==> src/rtl/plx_pkg.sv <==
// Shared types, constants and codes of the piecewise linear interpolator.
`default_nettype none
package plx_pkg;

  localparam int MAX_POINTS = 16;
  localparam int IDX_W      = $clog2(MAX_POINTS);
  localparam int CNT_W      = $clog2(MAX_POINTS + 1);
  localparam int FRAC_W     = 17;   // Q1.16 fraction, 1.0 included

  localparam logic [1:0] OP_SET   = 2'd0;
  localparam logic [1:0] OP_QUERY = 2'd1;
  localparam logic [1:0] OP_CLEAR = 2'd2;

  typedef enum logic [2:0] {
    ST_IDLE,
    ST_WALK,
    ST_DIV,
    ST_MUL,
    ST_ADD,
    ST_FIN
  } state_t;

  typedef struct packed {
    logic [1:0]         opcode;
    logic signed [31:0] coord_x;
    logic signed [31:0] coord_y;
  } in_word_t;

  typedef struct packed {
    logic signed [31:0] result_y;
    logic               has_value;
    logic               insert_dropped;
  } out_word_t;

  // Write command broadcast along the row of breakpoint cells
  typedef struct packed {
    logic             ins;
    logic             ovw;
    logic [IDX_W-1:0] pos;
  } cell_ctl_t;

endpackage
`default_nettype wire

==> src/rtl/plx_cell.sv <==
// One breakpoint cell of the sorted table: holds an (x, y) pair.
`default_nettype none
module plx_cell
  import plx_pkg::*;
(
  input  wire logic               clk,
  input  wire logic [IDX_W-1:0]   idx,
  input  wire cell_ctl_t          ctl,
  input  wire logic signed [31:0] new_x,
  input  wire logic signed [31:0] new_y,
  input  wire logic signed [31:0] up_x,
  input  wire logic signed [31:0] up_y,
  output logic signed [31:0]      x,
  output logic signed [31:0]      y
);

  logic signed [31:0] x_r;
  logic signed [31:0] y_r;

  // Cells above the insert slot shift up, slot loads; ovw sets y only
  always_ff @(posedge clk) begin
    if (ctl.ins && (idx > ctl.pos)) begin
      x_r <= up_x;
      y_r <= up_y;
    end else if (ctl.ins && (idx == ctl.pos)) begin
      x_r <= new_x;
      y_r <= new_y;
    end else if (ctl.ovw && (idx == ctl.pos)) begin
      y_r <= new_y;
    end
  end

  assign x = x_r;
  assign y = y_r;

endmodule
`default_nettype wire

==> src/rtl/plx_divider.sv <==
// Restoring divider giving the Q1.16 segment fraction, one bit a cycle.
`default_nettype none
module plx_divider
  import plx_pkg::*;
(
  input  wire logic              clk,
  input  wire logic              rst_n,
  input  wire logic              start,
  input  wire logic [31:0]       num,
  input  wire logic [31:0]       den,
  output logic                   done,
  output logic [FRAC_W-1:0]      quo
);

  logic              busy_r;
  logic              done_r;
  logic [4:0]        cnt_r;
  logic [31:0]       rem_r;
  logic [31:0]       den_r;
  logic [FRAC_W-1:0] bits_r;
  logic [FRAC_W-1:0] quo_r;
  logic [32:0]       trial;
  logic              ge;
  logic [32:0]       diff;

  // Trial subtract of the next dividend bit
  always_comb begin
    trial = {rem_r, bits_r[FRAC_W-1]};
    ge    = trial >= {1'b0, den_r};
    diff  = trial - {1'b0, den_r};
  end

  // Control
  always_ff @(posedge clk) begin
    if (!rst_n) begin
      busy_r <= 1'b0;
      done_r <= 1'b0;
      cnt_r  <= '0;
    end else begin
      done_r <= 1'b0;
      if (start) begin
        busy_r <= 1'b1;
        cnt_r  <= 5'(FRAC_W);
      end else if (busy_r) begin
        cnt_r <= cnt_r - 5'd1;
        if (cnt_r == 5'd1) begin
          busy_r <= 1'b0;
          done_r <= 1'b1;
        end
      end
    end
  end

  // Datapath: dividend is num * 2^16, quotient fits in 17 bits
  always_ff @(posedge clk) begin
    if (start) begin
      rem_r  <= {1'b0, num[31:1]};
      bits_r <= {num[0], 16'd0};
      den_r  <= den;
    end else if (busy_r) begin
      rem_r  <= ge ? diff[31:0] : trial[31:0];
      bits_r <= {bits_r[FRAC_W-2:0], 1'b0};
      quo_r  <= {quo_r[FRAC_W-2:0], ge};
    end
  end

  assign done = done_r;
  assign quo  = quo_r;

endmodule
`default_nettype wire

==> src/rtl/piecewise_linear_interpolator.sv <==
// Top level: breakpoint cell row, table walk sequencer and interpolation.
// Sequence: set and query words walk the table, one cell a cycle, up to the first
//   breakpoint not below x; interpolated queries then run the fraction divider, the
//   multiply and the add. A clear empties the table without a walk.
// Throughput: one word at a time; a new word is taken only when the previous is finished.
// Reset: synchronous active-low rst_n empties the table and clears out_valid.
`default_nettype none
module piecewise_linear_interpolator
  import plx_pkg::*;
(
  input  wire logic      clk,
  input  wire logic      rst_n,
  input  wire logic      in_valid,
  output logic           in_stall,
  input  wire in_word_t  in_word,
  output logic           out_valid,
  input  wire logic      out_stall,
  output out_word_t      out_word
);

  state_t state_r, state_nxt;

  logic [CNT_W-1:0]   count_r;
  logic [CNT_W-1:0]   cursor_r;
  logic [1:0]         op_r;
  logic signed [31:0] x_r, y_r;
  logic signed [31:0] prev_x_r, prev_y_r;
  logic signed [31:0] y0_r;
  logic signed [32:0] dy_r;
  logic signed [50:0] prod_r;
  out_word_t          res_r;
  logic               out_valid_r;
  out_word_t          out_word_r;

  logic signed [31:0] cell_x [MAX_POINTS];
  logic signed [31:0] cell_y [MAX_POINTS];
  logic signed [31:0] cur_x, cur_y;
  logic               at_end, hit, exact;
  cell_ctl_t          ctl;
  logic               div_start, div_done;
  logic [FRAC_W-1:0]  frac;
  logic [31:0]        div_num, div_den;
  logic               take, out_free;

  // Row of breakpoint cells
  for (genvar i = 0; i < MAX_POINTS; i++) begin : g_cell
    if (i == 0) begin : g_first
      plx_cell u_cell (
        .clk(clk), .idx(IDX_W'(i)), .ctl(ctl),
        .new_x(x_r), .new_y(y_r),
        .up_x(cell_x[0]), .up_y(cell_y[0]),
        .x(cell_x[i]), .y(cell_y[i])
      );
    end else begin : g_rest
      plx_cell u_cell (
        .clk(clk), .idx(IDX_W'(i)), .ctl(ctl),
        .new_x(x_r), .new_y(y_r),
        .up_x(cell_x[i-1]), .up_y(cell_y[i-1]),
        .x(cell_x[i]), .y(cell_y[i])
      );
    end
  end

  plx_divider u_div (
    .clk(clk), .rst_n(rst_n), .start(div_start),
    .num(div_num), .den(div_den), .done(div_done), .quo(frac)
  );

  // Walk: cell under the cursor, stop at the first x not below the key or at the table end
  always_comb begin
    cur_x   = cell_x[cursor_r[IDX_W-1:0]];
    cur_y   = cell_y[cursor_r[IDX_W-1:0]];
    at_end  = cursor_r == count_r;
    hit     = at_end || (cur_x >= x_r);
    exact   = !at_end && (cur_x == x_r);
    div_num = 32'(x_r - prev_x_r);
    div_den = 32'(cur_x - prev_x_r);
  end

  assign take     = in_valid && !in_stall;
  assign out_free = !out_valid_r || !out_stall;

  // Next state and cell commands
  always_comb begin
    state_nxt = state_r;
    ctl       = '0;
    ctl.pos   = cursor_r[IDX_W-1:0];
    div_start = 1'b0;
    in_stall  = state_r != ST_IDLE;
    unique case (state_r)
      ST_IDLE: if (take) state_nxt = ST_WALK;
      ST_WALK: begin
        if (op_r == OP_CLEAR || (op_r != OP_SET && op_r != OP_QUERY)) begin
          state_nxt = ST_FIN;
        end else if (op_r == OP_QUERY && count_r == '0) begin
          state_nxt = ST_FIN;
        end else if (hit) begin
          state_nxt = ST_FIN;
          if (op_r == OP_SET) begin
            ctl.ovw = exact;
            ctl.ins = !exact && (count_r != CNT_W'(MAX_POINTS));
          end else if (cursor_r != '0 && !at_end) begin
            div_start = 1'b1;
            state_nxt = ST_DIV;
          end
        end
      end
      ST_DIV:  if (div_done) state_nxt = ST_MUL;
      ST_MUL:  state_nxt = ST_ADD;
      ST_ADD:  state_nxt = ST_FIN;
      ST_FIN:  if (out_free) state_nxt = ST_IDLE;
      default: state_nxt = ST_IDLE;
    endcase
  end

  always_ff @(posedge clk) begin
    if (!rst_n) state_r <= ST_IDLE;
    else        state_r <= state_nxt;
  end

  // Table count and walk cursor
  always_ff @(posedge clk) begin
    if (!rst_n) begin
      count_r  <= '0;
      cursor_r <= '0;
    end else begin
      if (state_r == ST_IDLE) cursor_r <= '0;
      else if (state_r == ST_WALK && !hit) cursor_r <= cursor_r + CNT_W'(1);
      if (state_r == ST_WALK && op_r == OP_CLEAR) count_r <= '0;
      else if (ctl.ins) count_r <= count_r + CNT_W'(1);
    end
  end

  // Item capture, walk history and arithmetic
  always_ff @(posedge clk) begin
    if (take) begin
      op_r  <= in_word.opcode;
      x_r   <= in_word.coord_x;
      y_r   <= in_word.coord_y;
      res_r <= '0;
    end
    if (state_r == ST_WALK) begin
      if (!hit) begin
        prev_x_r <= cur_x;
        prev_y_r <= cur_y;
      end else if (op_r == OP_SET) begin
        res_r.insert_dropped <= !exact && (count_r == CNT_W'(MAX_POINTS));
      end else if (op_r == OP_QUERY && count_r != '0) begin
        res_r.has_value <= 1'b1;
        res_r.result_y  <= (cursor_r == '0) ? cur_y : prev_y_r;
        y0_r            <= prev_y_r;
        dy_r            <= 33'(cur_y) - 33'(prev_y_r);
      end
    end
    if (state_r == ST_MUL) prod_r <= dy_r * $signed({1'b0, frac});
    if (state_r == ST_ADD) res_r.result_y <= y0_r + prod_r[47:16];
  end

  // Result register
  always_ff @(posedge clk) begin
    if (!rst_n) begin
      out_valid_r <= 1'b0;
    end else if (state_r == ST_FIN && out_free) begin
      out_valid_r <= 1'b1;
    end else if (!out_stall) begin
      out_valid_r <= 1'b0;
    end
  end

  always_ff @(posedge clk) begin
    if (state_r == ST_FIN && out_free) out_word_r <= res_r;
  end

  assign out_valid = out_valid_r;
  assign out_word  = out_word_r;

endmodule
`default_nettype wire
==> config.mk <==
export PLATFORM = sky130hd
export DESIGN_NAME = piecewise_linear_interpolator
export DESIGN_NICKNAME = d
export VERILOG_FILES = /design/src/rtl/plx_pkg.sv /design/src/rtl/plx_cell.sv /design/src/rtl/plx_divider.sv /design/src/rtl/piecewise_linear_interpolator.sv
export SDC_FILE = /design/constraint.sdc
export NUM_CORES = 2
export LEC_CHECK = 0
export BUFFER_PORTS_ARGS = -buffer_cell sky130_fd_sc_hd__buf_4
export CORE_UTILIZATION = 61
export DETAILED_ROUTE_END_ITERATION = 10
export GPL_TIMING_DRIVEN = 0
export PLACE_DENSITY = 0.74
export RECOVER_POWER = 50
export SETUP_SLACK_MARGIN = 0.5
export SLEW_MARGIN = 20
export SYNTH_ARGS = -nofsm -noshare
export SYNTH_HDL_FRONTEND = slang
export SYNTH_SLANG_ARGS = --single-unit
==> constraint.sdc <==
create_clock -name clk -period 20.6 [get_ports clk]
set_input_delay 3.09 -clock clk [delete_from_list [all_inputs] [get_ports clk]]
set_output_delay 3.09 -clock clk [all_outputs]
set_load 0.02 [all_outputs]
==> metrics.txt <==
Async SR Flop Fraction=0%; CTS Root Cell=clkbuf_16; Initial Util=61.5%; Worst Setup SP=cursor_r[0]; Critical Path End Type=flop; Seq cells post-synth=1422; min Tclk post-route=15.75 ns; Reg-to-Reg End=g_cell[3].g_rest.u_cell.x[28]; P_leak=37.5 nW; Clock power frac=38.7%; Post-CTS Resized=0; fmax=63.5 MHz; Max-Cap Viols=34; worst hold path startpoint=res_r[32]; # clock sinks=1422; status=complete, but fails checks; TritonCTS Buffers=151; FF-to-FF setup slack=4.85 ns; die area=0.151 sq mm; reg2reg start=cursor_r[0]; class of the most critical setup path=reg -> reg; Post-Place Setup Slack=10.52 ns; Setup Buffers After CTS=0; drt pass-1 iters=6; setup ws final=4.85 ns; number of global-route vias before repair=65500; first-pass GRT wire length=428000 um; Slew Viols, Final=579; port buffer count=104; GRT Util Overall=39.1%; NumNets Final=8715; Slew HR=-124%; Core Rows=141; Tightest Pin Transition=3.37 ns; CTS tree=done; Setup crit end=g_cell[3].g_rest.u_cell.x[28]; CP Max Fanout=41; DRC=0; Post-DP HPWL=211000 um; layout cells sized above 1=14.5%; routed vias=65200; via/cell ratio=6.61; Critical Path, Cell by Cell=clkbuf_1 -> clkbuf_1 -> clkbuf_1 -> clkbuf_1 -> clkbuf_1 -> clkbuf_1 -> clkbuf_1 -> mux2i_1 -> o22ai_1 -> nor2_1 -> o21ai_0 -> ha_1 -> nand4_1 -> nor3_1 -> nand4_1 -> and2_0 -> and3_1 -> or3_1 -> inv_1 -> clkbuf_1 -> nand2_4 -> clkinv_1 -> buf_2 -> buf_4; PwrDens=69.4 mW/mm^2; pin count of the biggest net entering global routing=46; Most used DFF post-synth=edfxtp_1; H-tree depth=4; met1 WL=106000 um; maximum buffer depth of the clock tree=3; peak supply drop=94.7 uV; final setup fails=0; CTS Hold Bufs=0; post-synth top area share=45.1%; part of the cycle the worst path needs=76.5%; CP peak stage delay=2.22 ns; Synth Instances=7496; Largest delay share family, worst path=buffers and inverters; worst path bufs/invs=12; GPL Wtd Cong=0.985; wire length on met2=127000 um; total number of yosys warnings=0; Area contributors post-synth=edfxtp_1 (45%), fa_1 (11%), mux2_2 (7.1%); core area=0.148 sq mm; Die W=388 um; DR top layer=met5; Overflow after GRT=0; R2R cell count=24; met3 wire length=41400 um; final hold vios=0; Post-synth EDFFs=1366; I/O pins=106; Psw=0.00177 W; Final ANT Viol Nets=0; syn_area_per_cell=12.1 sq um; clock slew at reported path FFs=0.06 ns; Gate power share=11.8%; wire per inst=29.8 um; Most common cell on crit path=clkbuf_1; CP arrival=16.17 ns; Internal=0.00514 W; unrepaired setup endpoints after global routing=no; CP Launch Type=flop; Initial DRC Count=8935; Syn Nets=8391; Clk Latency, worst-skew pair=0.82 ns; Area Overhead vs Synth=9.45%; Sw Share=25.6%; Vert. Die Dim=388 um; Seq pwr share=49.5%; Synth area leader=edfxtp_1; slowest CP cell=clkbuf_1; final WL=294000 um; WP depth=24; failing checks=max-capacitance violations, max-slew violations; Data required, critical path=21.01 ns; Distinct cells, synth=88; setup TNS=0 ns; initial antenna violation count=11; Post-Syn Area=0.0909 sq mm; Worst Hold Class=reg -> reg; post-synthesis sequential area ratio=46.4%; worst clock skew=0.0478 ns
-- worst reg2reg max path: stages (launching register included) --
cell and delay (ns):
dfxtp_1 0.36, clkbuf_1 0.26, clkbuf_1 0.92, clkbuf_1 0.87, clkbuf_1 1.06, clkbuf_1 1.04
clkbuf_1 1.07, clkbuf_1 0.96, mux2i_1 0.22, o22ai_1 0.18, nor2_1 0.06, o21ai_0 0.98
ha_1 0.29, nand4_1 0.16, nor3_1 0.53, nand4_1 0.52, and2_0 0.35, and3_1 0.28
or3_1 0.52, inv_1 0.15, clkbuf_1 2.22, nand2_4 0.76, clkinv_1 0.42, buf_2 0.43
buf_4 0.72
-- state kept, by name, indices dropped and copies added, names as in the netlist, 33 cells and up --
name	count
dy_r	33
g_cell.g_rest.u_cell.x	480
g_cell.g_rest.u_cell.y	480
out_word	34
res_r	34
-- cell usage in the layout (no fill, tap or decap), types with 93 or more instances in the layout --
| cell | n |
|---|---|
| edfxtp_1 | 1366 |
| o221ai_1 | 93 |
| a21o_1 | 93 |
| mux2_2 | 573 |
| mux2_1 | 100 |
| fa_1 | 519 |
| inv_1 | 789 |
| clkbuf_1 | 391 |
| xnor2_1 | 119 |
| a21oi_1 | 293 |
| nor2_1 | 217 |
| clkbuf_16 | 153 |
| ha_1 | 306 |
| mux4_2 | 130 |
| nand2_1 | 853 |
| o21ai_0 | 308 |
| mux2i_1 | 262 |
| and2_1 | 319 |
-- layer usage --
layer	vias to the layer above	global-route usage (%)
li1	27200	-
met1	32200	50.8
met2	4665	57.7
met3	1111	13.4
met4	14	21.7
met5	-	0.159
-- power by group through the flow --
stage	Sequential, W	Clock, W	Combinational [W]
after global routing	0.00342	0.00276	0.000874
after detailed placement	0.00347	0	0.000802
after floorplan	0.00343	0	0.000525
final	0.00342	0.00267	0.000816
after global placement	0.00348	0	0.000751
after CTS	0.00341	0.00266	0.000813
-- final cells by class --
| cell class | instances | area (sq um) |
|---|---|---|
| antenna | 3 | 7.51 |
| tap | 1930 | 2410 |
| clock buffer | 193 | 4030 |
| fill | 10800 | 48300 |
| buffer | 402 | 1790 |
| inverter | 795 | 2990 |
| multi-input combinational | 4877 | 44000 |
| sequential | 1422 | 42100 |
| clock inverter | 76 | 636 |
| timing repair buffer | 171 | 1500 |
-- cells in the mapped netlist, drive strengths merged, types with 146 or more instances --
library cell  count
inv             791
nor2            226
a21oi           295
nand2           855
ha              306
o21ai           312
edfxtp         1366
fa              519
clkbuf          256
mux2i           262
mux2            673
and2            324
buf             146
-- how the worst min path moves through the flow --
stage	cells after the start	endpoint	slack (ns)
finish	0	out_word[32]	0.44
global route	0	y0_r[6]	0.45
CTS	0	out_word[11]	0.43
detailed placement	0	out_word[28]	0.42
global placement	0	out_word[7]	0.42
floorplan	0	out_word[10]	0.41
-- through the flow --
step                      utilization (%)  instances  cell area, sq um  power [W]  hold WS [ns]
after floorplan                         -       7496             90900    0.00396         0.408
after global placement               63.7       9530             94100    0.00423         0.419
after detailed placement             64.8       9595             95800    0.00427         0.422
after CTS                            67.9       9864            100000    0.00689         0.432
after global routing                 67.3       9866             99500    0.00706         0.452
final                                67.3       9869             99500    0.00690         0.436
-- cell families after synthesis --
group	Yosys count	synth area share, %
AND/OR/NAND/NOR	1652	8.43
flip-flops	1422	46.4
buffers and inverters	1197	5.26
AO/OA/AOI/OAI	1134	7.94
multiplexers	1065	14.4
adder cells (fa/ha/maj)	825	15.6
XOR/XNOR	201	1.94
Note: power is estimated with default switching activity, not from simulation.
